--- src/hw/rtl/tstr_pkg.sv ---
package tstr_pkg;

   localparam int COORD_BITS_DEFAULT = 12;

   localparam int THRESH_BITS  = 12;
   localparam int DIV_BITS     = 8;
   localparam int MS_CFG_BITS  = 16;
   localparam int TIME_BITS    = 32;
   localparam int EVENT_BITS   = 3;
   localparam int CSR_IDX_BITS = 8;
   localparam int CSR_DAT_BITS = 16;

   // register indexes
   localparam logic [CSR_IDX_BITS-1:0] REG_SWIPE_THRESHOLD = 8'd0;
   localparam logic [CSR_IDX_BITS-1:0] REG_REPEAT_DIVISOR  = 8'd1;
   localparam logic [CSR_IDX_BITS-1:0] REG_TAP_MIN_MS      = 8'd2;
   localparam logic [CSR_IDX_BITS-1:0] REG_LONG_PRESS_MS   = 8'd3;

   // register reset values
   localparam logic [THRESH_BITS-1:0] SWIPE_THRESHOLD_RST = 12'd20;
   localparam logic [DIV_BITS-1:0]    REPEAT_DIVISOR_RST  = 8'd5;
   localparam logic [MS_CFG_BITS-1:0] TAP_MIN_MS_RST      = 16'd50;
   localparam logic [MS_CFG_BITS-1:0] LONG_PRESS_MS_RST   = 16'd500;

   // event codes
   localparam logic [EVENT_BITS-1:0] EV_NONE  = 3'd0;
   localparam logic [EVENT_BITS-1:0] EV_UP    = 3'd1;
   localparam logic [EVENT_BITS-1:0] EV_DOWN  = 3'd2;
   localparam logic [EVENT_BITS-1:0] EV_LEFT  = 3'd3;
   localparam logic [EVENT_BITS-1:0] EV_RIGHT = 3'd4;
   localparam logic [EVENT_BITS-1:0] EV_TAP   = 3'd5;
   localparam logic [EVENT_BITS-1:0] EV_LONG  = 3'd6;

   typedef struct packed {
      logic [THRESH_BITS-1:0] swipe_threshold;
      logic [DIV_BITS-1:0]    repeat_divisor;
      logic [MS_CFG_BITS-1:0] tap_min_ms;
      logic [MS_CFG_BITS-1:0] long_press_ms;
   } cfg_type;

endpackage

--- src/hw/rtl/tstr_csr.sv ---
module tstr_csr import tstr_pkg::*; (
   input  logic                    clock,
   input  logic                    reset,
   input  logic                    csr_valid,
   output logic                    csr_ready,
   input  logic [CSR_IDX_BITS-1:0] csr_index,
   input  logic [CSR_DAT_BITS-1:0] csr_data,
   output cfg_type                 cfg
);

   cfg_type cfg_ff, cfg_in;

   assign csr_ready = 1'b1;
   assign cfg       = cfg_ff;

   always_comb begin
      cfg_in = cfg_ff;
      if (csr_valid) begin
         case (csr_index)
            REG_SWIPE_THRESHOLD: cfg_in.swipe_threshold = csr_data[THRESH_BITS-1:0];
            REG_REPEAT_DIVISOR:  cfg_in.repeat_divisor  = csr_data[DIV_BITS-1:0];
            REG_TAP_MIN_MS:      cfg_in.tap_min_ms      = csr_data[MS_CFG_BITS-1:0];
            REG_LONG_PRESS_MS:   cfg_in.long_press_ms   = csr_data[MS_CFG_BITS-1:0];
            default:             cfg_in = cfg_ff;
         endcase
      end
   end

   always_ff @(posedge clock) begin
      if (reset) begin
         cfg_ff.swipe_threshold <= SWIPE_THRESHOLD_RST;
         cfg_ff.repeat_divisor  <= REPEAT_DIVISOR_RST;
         cfg_ff.tap_min_ms      <= TAP_MIN_MS_RST;
         cfg_ff.long_press_ms   <= LONG_PRESS_MS_RST;
      end else begin
         cfg_ff <= cfg_in;
      end
   end

endmodule

--- src/hw/rtl/tstr_dir.sv ---
module tstr_dir import tstr_pkg::*; #(
   parameter int COORD_BITS = COORD_BITS_DEFAULT
) (
   input  logic [COORD_BITS-1:0]  x_pos,
   input  logic [COORD_BITS-1:0]  y_pos,
   input  logic [COORD_BITS-1:0]  start_x,
   input  logic [COORD_BITS-1:0]  start_y,
   input  logic [THRESH_BITS-1:0] threshold,
   output logic [EVENT_BITS-1:0]  direction
);

   localparam int CMP_W = (COORD_BITS > THRESH_BITS) ? COORD_BITS : THRESH_BITS;

   logic [COORD_BITS:0]   dx, dy, ndx, ndy;
   logic [COORD_BITS-1:0] ax, ay;
   logic [CMP_W-1:0]      ax_w, ay_w, thr_w;
   logic                  dx_pos, dy_pos;

   // exact signed offsets, one extra bit so they never wrap
   assign dx  = {1'b0, x_pos} - {1'b0, start_x};
   assign dy  = {1'b0, y_pos} - {1'b0, start_y};
   assign ndx = '0 - dx;
   assign ndy = '0 - dy;
   assign ax  = dx[COORD_BITS] ? ndx[COORD_BITS-1:0] : dx[COORD_BITS-1:0];
   assign ay  = dy[COORD_BITS] ? ndy[COORD_BITS-1:0] : dy[COORD_BITS-1:0];

   assign ax_w  = CMP_W'(ax);
   assign ay_w  = CMP_W'(ay);
   assign thr_w = CMP_W'(threshold);

   assign dx_pos = !dx[COORD_BITS] && (dx != '0);
   assign dy_pos = !dy[COORD_BITS] && (dy != '0);

   always_comb begin
      if (ax_w <= thr_w && ay_w <= thr_w) begin
         direction = EV_NONE;
      end else if (ax > ay) begin
         direction = dx_pos ? EV_RIGHT : EV_LEFT;
      end else begin
         direction = dy_pos ? EV_DOWN : EV_UP;
      end
   end

endmodule

--- src/hw/rtl/tstr_core.sv ---
module tstr_core import tstr_pkg::*; #(
   parameter int COORD_BITS = COORD_BITS_DEFAULT
) (
   input  logic                  clock,
   input  logic                  reset,
   input  cfg_type               cfg,
   input  logic                  req_valid,
   output logic                  req_ready,
   input  logic                  req_touching,
   input  logic [COORD_BITS-1:0] req_x_pos,
   input  logic [COORD_BITS-1:0] req_y_pos,
   input  logic [TIME_BITS-1:0]  req_now_ms,
   output logic                  rsp_valid,
   input  logic                  rsp_ready,
   output logic [EVENT_BITS-1:0] rsp_event_res
);

   localparam logic [1:0] PH_IDLE  = 2'd0;
   localparam logic [1:0] PH_BEGIN = 2'd1;
   localparam logic [1:0] PH_TRACK = 2'd2;
   localparam logic [1:0] PH_END   = 2'd3;

   // input register
   logic                  in_valid_ff, in_valid_in;
   logic                  in_touch_ff;
   logic [COORD_BITS-1:0] in_x_ff, in_y_ff;
   logic [TIME_BITS-1:0]  in_now_ff;

   // recognizer state
   logic [1:0]            phase_ff, phase_in;
   logic [COORD_BITS-1:0] start_x_ff, start_x_in, start_y_ff, start_y_in;
   logic [EVENT_BITS-1:0] last_dir_ff, last_dir_in;
   logic [DIV_BITS-1:0]   count_ff, count_in;
   logic [TIME_BITS-1:0]  mark_ff, mark_in;

   // result register
   logic                  out_valid_ff, out_valid_in;
   logic [EVENT_BITS-1:0] event_ff, event_in;

   logic                  advance, step, req_fire;
   logic [EVENT_BITS-1:0] direction;
   logic [DIV_BITS-1:0]   div_eff, count_inc;
   logic [TIME_BITS-1:0]  held;

   assign advance   = !out_valid_ff || rsp_ready;
   assign step      = in_valid_ff && advance;
   assign req_ready = !in_valid_ff || advance;
   assign req_fire  = req_valid && req_ready;

   assign rsp_valid     = out_valid_ff;
   assign rsp_event_res = event_ff;

   tstr_dir #(
      .COORD_BITS (COORD_BITS)
   ) u_dir (
      .x_pos     (in_x_ff),
      .y_pos     (in_y_ff),
      .start_x   (start_x_ff),
      .start_y   (start_y_ff),
      .threshold (cfg.swipe_threshold),
      .direction (direction)
   );

   assign div_eff   = (cfg.repeat_divisor == '0) ? DIV_BITS'(1) : cfg.repeat_divisor;
   assign count_inc = count_ff + DIV_BITS'(1);
   assign held      = in_now_ff - mark_ff;

   always_comb begin
      phase_in    = phase_ff;
      start_x_in  = start_x_ff;
      start_y_in  = start_y_ff;
      last_dir_in = last_dir_ff;
      count_in    = count_ff;
      mark_in     = mark_ff;
      event_in    = EV_NONE;
      case (phase_ff)
         PH_IDLE: begin
            if (in_touch_ff) phase_in = PH_BEGIN;
         end
         PH_BEGIN: begin
            start_x_in = in_x_ff;
            start_y_in = in_y_ff;
            mark_in    = in_now_ff;
            count_in   = '0;
            phase_in   = PH_TRACK;
         end
         default: begin
            if (phase_ff == PH_TRACK && in_touch_ff) begin
               count_in    = (count_inc >= div_eff) ? '0 : count_inc;
               last_dir_in = direction;
               if (direction != EV_NONE) begin
                  mark_in = in_now_ff;
                  if (count_in == '0) event_in = direction;
               end
            end else begin
               // release: tracking without touch, or end phase
               phase_in   = PH_IDLE;
               start_x_in = '0;
               start_y_in = '0;
               if (last_dir_ff == EV_NONE) begin
                  if (held < TIME_BITS'(cfg.long_press_ms)) begin
                     if (held > TIME_BITS'(cfg.tap_min_ms)) event_in = EV_TAP;
                  end else begin
                     event_in = EV_LONG;
                  end
               end
               last_dir_in = EV_NONE;
            end
         end
      endcase
   end

   assign in_valid_in  = req_fire ? 1'b1 : (step ? 1'b0 : in_valid_ff);
   assign out_valid_in = advance ? in_valid_ff : out_valid_ff;

   always_ff @(posedge clock) begin
      if (reset) begin
         in_valid_ff  <= 1'b0;
         out_valid_ff <= 1'b0;
         phase_ff     <= PH_IDLE;
         start_x_ff   <= '0;
         start_y_ff   <= '0;
         last_dir_ff  <= EV_NONE;
         count_ff     <= '0;
         mark_ff      <= '0;
      end else begin
         in_valid_ff  <= in_valid_in;
         out_valid_ff <= out_valid_in;
         if (step) begin
            phase_ff    <= phase_in;
            start_x_ff  <= start_x_in;
            start_y_ff  <= start_y_in;
            last_dir_ff <= last_dir_in;
            count_ff    <= count_in;
            mark_ff     <= mark_in;
         end
      end
   end

   always_ff @(posedge clock) begin
      if (req_fire) begin
         in_touch_ff <= req_touching;
         in_x_ff     <= req_x_pos;
         in_y_ff     <= req_y_pos;
         in_now_ff   <= req_now_ms;
      end
      if (step) event_ff <= event_in;
   end

   // a direction is only ever remembered while tracking
   a_dir_in_track: assert property (@(posedge clock) disable iff (reset)
      last_dir_ff != EV_NONE |-> phase_ff == PH_TRACK)
      else $error("direction held outside tracking");

   a_idle_origin: assert property (@(posedge clock) disable iff (reset)
      phase_ff == PH_IDLE |-> (start_x_ff == '0 && start_y_ff == '0))
      else $error("start point not cleared in idle");

   a_begin_to_track: assert property (@(posedge clock) disable iff (reset)
      step && phase_ff == PH_BEGIN |=> phase_ff == PH_TRACK)
      else $error("begin did not move to tracking");

   a_release_idle: assert property (@(posedge clock) disable iff (reset)
      out_valid_ff && (event_ff == EV_TAP || event_ff == EV_LONG) |-> phase_ff == PH_IDLE)
      else $error("tap or long press without release");

endmodule

--- src/hw/rtl/touch_swipe_tap_recognizer_top.sv ---
// A sample's result is shown after its transfer through the input register, then the
//   result register.
// Throughput: one sample per cycle while rsp_ready does not stall the result register.
// Configuration writes are taken every cycle.
// Reset (synchronous, active high) puts the recognizer in idle with cleared state and
//   loads the register defaults.
module touch_swipe_tap_recognizer_top import tstr_pkg::*; #(
   parameter int COORD_BITS = COORD_BITS_DEFAULT
) (
   input  logic                    clock,
   input  logic                    reset,
   input  logic                    req_valid,
   output logic                    req_ready,
   input  logic                    req_touching,
   input  logic [COORD_BITS-1:0]   req_x_pos,
   input  logic [COORD_BITS-1:0]   req_y_pos,
   input  logic [TIME_BITS-1:0]    req_now_ms,
   output logic                    rsp_valid,
   input  logic                    rsp_ready,
   output logic [EVENT_BITS-1:0]   rsp_event_res,
   input  logic                    csr_valid,
   output logic                    csr_ready,
   input  logic [CSR_IDX_BITS-1:0] csr_index,
   input  logic [CSR_DAT_BITS-1:0] csr_data
);

   cfg_type cfg;

   tstr_csr u_csr (
      .clock     (clock),
      .reset     (reset),
      .csr_valid (csr_valid),
      .csr_ready (csr_ready),
      .csr_index (csr_index),
      .csr_data  (csr_data),
      .cfg       (cfg)
   );

   tstr_core #(
      .COORD_BITS (COORD_BITS)
   ) u_core (
      .clock         (clock),
      .reset         (reset),
      .cfg           (cfg),
      .req_valid     (req_valid),
      .req_ready     (req_ready),
      .req_touching  (req_touching),
      .req_x_pos     (req_x_pos),
      .req_y_pos     (req_y_pos),
      .req_now_ms    (req_now_ms),
      .rsp_valid     (rsp_valid),
      .rsp_ready     (rsp_ready),
      .rsp_event_res (rsp_event_res)
   );

endmodule
--- config.mk ---
export PLATFORM = sky130hd
export DESIGN_NAME = touch_swipe_tap_recognizer_top
export DESIGN_NICKNAME = d
export VERILOG_FILES = /design/src/hw/rtl/tstr_pkg.sv /design/src/hw/rtl/tstr_csr.sv /design/src/hw/rtl/tstr_dir.sv /design/src/hw/rtl/tstr_core.sv /design/src/hw/rtl/touch_swipe_tap_recognizer_top.sv
export SDC_FILE = /design/constraint.sdc
export NUM_CORES = 1
export LEC_CHECK = 0
export BUFFER_PORTS_ARGS = -buffer_cell sky130_fd_sc_hd__buf_2
export CAP_MARGIN = 20
export CORE_AREA = 5 5 149 151
export CTS_BUF_LIST = sky130_fd_sc_hd__clkbuf_8
export DETAILED_ROUTE_END_ITERATION = 7
export DIE_AREA = 0 0 154 156
export PLACE_DENSITY = 0.79
export SYNTH_ARGS = -nofsm -noshare
export SYNTH_HDL_FRONTEND = slang
export SYNTH_SLANG_ARGS = --single-unit
--- constraint.sdc ---
create_clock -name clock -period 7.3 [get_ports clock]
set_input_delay 1.095 -clock clock [delete_from_list [all_inputs] [get_ports clock]]
set_output_delay 1.095 -clock clock [all_outputs]
set_load 0.05 [all_outputs]
==> flow_metrics.env <==
export IMPL_drive_gt1_frac=0.0977
export IMPL_grt_use_total=0.230
export IMPL_postSynth_asyncResetShare=0
export IMPL_clk_pin_slew_worst_paths_ns=0.11
export IMPL_numCtsBuffers=17
export IMPL_syn_to_final_growth_pct=8.41
export IMPL_crit_type="register to register"
export IMPL_combPwrFrac=0.236
export IMPL_initial_core_util=0.589
export IMPL_skew_ns=0.0171
export IMPL_outcome="finished, final reports clean"
export IMPL_clk_path_buf_depth=2
export IMPL_rsz0062_at_grt="false"
export IMPL_synth_area_per_cell_um2=8.66
export IMPL_synthCells=1408
export IMPL_max_freq_ghz=0.170
export IMPL_yosys_area_top_type="dfxtp_1"
export IMPL_max_slew_margin_rel=0.251
export IMPL_p_leak_nw=5.30
export IMPL_layout_commonest_cell="nor2_1"
export IMPL_crit_top_cell="o21ai_0"
export IMPL_grt_max_degree=94
export IMPL_coreArea_um2=20700
export IMPL_critPathRequiredTime_ns=7.63
export IMPL_cp_top_family="compound AO/OA/AOI/OAI gates"
export IMPL_peakVddDrop_mv=0.101
export IMPL_cts_tree="done"
export IMPL_synth_top_area_share=0.202
export IMPL_min_period_ns=5.90
export IMPL_r2r_setup_slack_ns=1.40
export IMPL_root_buffer="clkbuf_8"
export IMPL_drtIter0Drc=605
export IMPL_grt_pass1_wl_mm=46.1
export IMPL_h_tree_depth=4
export IMPL_viasPerCell=5.81
export IMPL_postCtsHoldBufs=0
export IMPL_p_total_mw=2.34
export IMPL_synth_seq_area_share=0.350
export IMPL_p_seq_frac=0.467
export IMPL_clk_latency_ns=0.48
export IMPL_post_dp_hpwl_mm=21.2
export IMPL_holdPathEnd="u_csr.cfg[31]$_SDFFE_PP0P_"
export IMPL_nets=1693
export IMPL_timing_final_hold_violations=0
export IMPL_slew_viol_final=0
export IMPL_hold_start="u_csr.cfg[31]$_SDFFE_PP0P_"
export IMPL_switching_share=0.313
export IMPL_synth_net_count=1630
export IMPL_diodes=0
export IMPL_hold_path_class="register to register"
export IMPL_r2r_start="u_core.in_y_ff[0]$_DFFE_PP_"
export IMPL_cp_arrival_ns=6.23
export IMPL_dr_pass1_iters=6
export IMPL_gr_total_overflow=0
export IMPL_ys_warn_count=0
export IMPL_cp_slowest_stage_delay_ns=0.88
export IMPL_hold_path_depth=2
export IMPL_finalSetupTns_ns=0
export IMPL_die_x_um=154
export IMPL_clock_sinks=183
export IMPL_p_sw_uw=733
export IMPL_ios=92
export IMPL_post_route_drc_count=0
export IMPL_vias=10223
export IMPL_path_max_fanout=20
export IMPL_port_buffers=90
export IMPL_ant_nets=0
export IMPL_die_y_um=156
export IMPL_grt_pass1_vias=9904
export IMPL_antenna_found_initial=0
export IMPL_ys_ff_latch=183
export IMPL_min_period_over_period=0.808
export IMPL_cp_start_kind="register"
export IMPL_ys_flop_type="dfxtp_1"
export IMPL_intPower_mw=1.61
export IMPL_rr_worst_depth=22
export IMPL_wl_per_cell_um=15.8
export IMPL_rows=53
export IMPL_setup_viol=0
export IMPL_power_density_nw_per_um2=177
export IMPL_slowest_stage="o21ai_0"
export IMPL_dieArea_um2=24000
export IMPL_wirelength_mm=27.8
export IMPL_max_cap_viol_count=0
export IMPL_synth_cell_area_um2=12200
export IMPL_place_gp_congestion=0.912
export IMPL_yosysUniqueCellTypes=76
export IMPL_critPathBufInv=2
export IMPL_synth_edf_count=60
export IMPL_netlist_top_cells_area="dfxtp_1 20%, edfxtp_1 15%, ha_1 14%, nor2_1 4.9%, mux2i_1 4.4%"
export IMPL_end_kind="register"
export IMPL_cts_setup_buffers=0
export IMPL_tightestPinTransition_ns=1.11
export IMPL_rr_endpoint="u_core.mark_ff[18]$_SDFFE_PP0P_"
export IMPL_clkPwrFrac=0.297
export IMPL_path_cells="inv_1 -> ha_1 -> fa_1 -> nand2b_1 -> a21oi_1 -> o21ai_0 -> o21bai_1 -> a21oi_1 -> o21ai_0 -> nor2_1 -> xnor2_1 -> ha_1 -> a21o_1 -> nand3_1 -> a31oi_1 -> o21ai_0 -> a31oi_1 -> o21bai_1 -> a21oi_4 -> buf_4 -> mux2i_1 -> nor2_1"
export IMPL_mostFrequentLayoutCells="160 x nor2_1, 143 x inv_1, 133 x ha_1"
export IMPL_cts_resized=0
worst min-delay path: stages (launching register included):
cell	delay, ns
dfxtp_1	0.32
nand2_1	0.05
a21oi_1	0.05
state kept, by name (all words and copies together), names as in the netlist, 2 cells and up:
| register | cells |
|---|---|
| u_core.mark_ff | 32 |
| u_core.in_now_ff | 32 |
| u_core.phase_ff | 2 |
| u_core.last_dir_ff | 3 |
| u_core.count_ff | 8 |
| u_core.in_x_ff | 12 |
| u_core.start_x_ff | 12 |
| u_core.start_y_ff | 12 |
| u_core.in_y_ff | 12 |
| u_core.rsp_event_res | 3 |
| u_csr.cfg | 52 |
logic make-up after synthesis:
kind of cell,after synthesis,synth area share
AO/OA/AOI/OAI,343,0.187
XOR/XNOR,62,0.0446
adder cells (fa/ha/maj),136,0.141
buffers and inverters,195,0.0625
flip-flops,183,0.350
multiplexers,55,0.0453
other,1,0.000308
AND/OR/NAND/NOR,433,0.169
metal layers:
layer  track usage  wire length, um  up-vias
met5             0                0        -
met4        0.0841              694        0
met3        0.0358             1140       56
met2         0.405            13500      221
met1         0.286            12400     4824
li1              -                -     5122
through the flow:
stage	instances	hold slack, ns	area (um^2)	setup slack [ns]	utilization
after global routing	1759	0.485	13200	0.858	0.639
after CTS	1759	0.463	13200	1.46	0.639
final	1759	0.461	13200	1.40	0.639
after global placement	1727	0.442	12800	1.69	0.620
after floorplan	1408	0.435	12200	2.68	-
after detailed placement	1727	0.449	12800	1.47	0.620
worst max path at each step:
stage / from / to / depth (start not counted)
after global routing: u_core.in_y_ff[0]$_DFFE_PP_ / u_core.mark_ff[20]$_SDFFE_PP0P_ / 22
after detailed placement: u_core.in_y_ff[0]$_DFFE_PP_ / u_core.mark_ff[18]$_SDFFE_PP0P_ / 22
after global placement: u_core.in_y_ff[0]$_DFFE_PP_ / u_core.mark_ff[29]$_SDFFE_PP0P_ / 22
final: u_core.in_y_ff[0]$_DFFE_PP_ / u_core.mark_ff[18]$_SDFFE_PP0P_ / 22
after floorplan: u_core.in_y_ff[0]$_DFFE_PP_ / u_core.mark_ff[10]$_SDFFE_PP0P_ / 23
after CTS: u_core.in_y_ff[0]$_DFFE_PP_ / u_core.mark_ff[18]$_SDFFE_PP0P_ / 22
layout make-up:
| class | count | area (um^2) |
|---|---|---|
| Multi-Input combinational cell | 1030 | 7180 |
| Timing Repair Buffer | 97 | 505 |
| Clock inverter | 15 | 153 |
| Sequential cell | 183 | 4260 |
| Fill cell | 1828 | 7480 |
| Inverter | 142 | 533 |
| Clock buffer | 17 | 234 |
| Tap cell | 275 | 344 |
cell usage after synthesis, types with 4 or more instances:
cell       instances
inv_1            142
dfxtp_1          123
xnor2_1           37
a211o_1           14
o21a_1            16
a2111oi_0          5
clkbuf_1          46
ha_1             133
nand3_1           21
o21bai_1           7
nor3b_1            4
a311oi_1           6
a211oi_1          11
nor2_1           160
a31oi_1           15
and3_1            13
a22oi_1           36
nand2b_1          12
o21ai_0           48
o211ai_1          12
nor3_1            18
edfxtp_1          60
and2_1             7
xor2_1            25
o31ai_1            5
nand3b_1          10
nand2_1          122
a21oi_1          101
a21o_1            28
o22ai_1            5
nor4_1             8
mux2i_1           54
nand4_1           21
nor2b_1           12
power groups by stage:
| stage | clock network, mW | logic, mW | registers (mW) |
|---|---|---|---|
| after floorplan | 0 | 0.404 | 1.11 |
| after global placement | 0 | 0.522 | 1.12 |
| after detailed placement | 0 | 0.540 | 1.12 |
| after CTS | 0.705 | 0.545 | 1.09 |
| after global routing | 0.743 | 0.622 | 1.10 |
| final | 0.695 | 0.553 | 1.09 |
No activity file was read; power rests on OpenSTA's default activity.
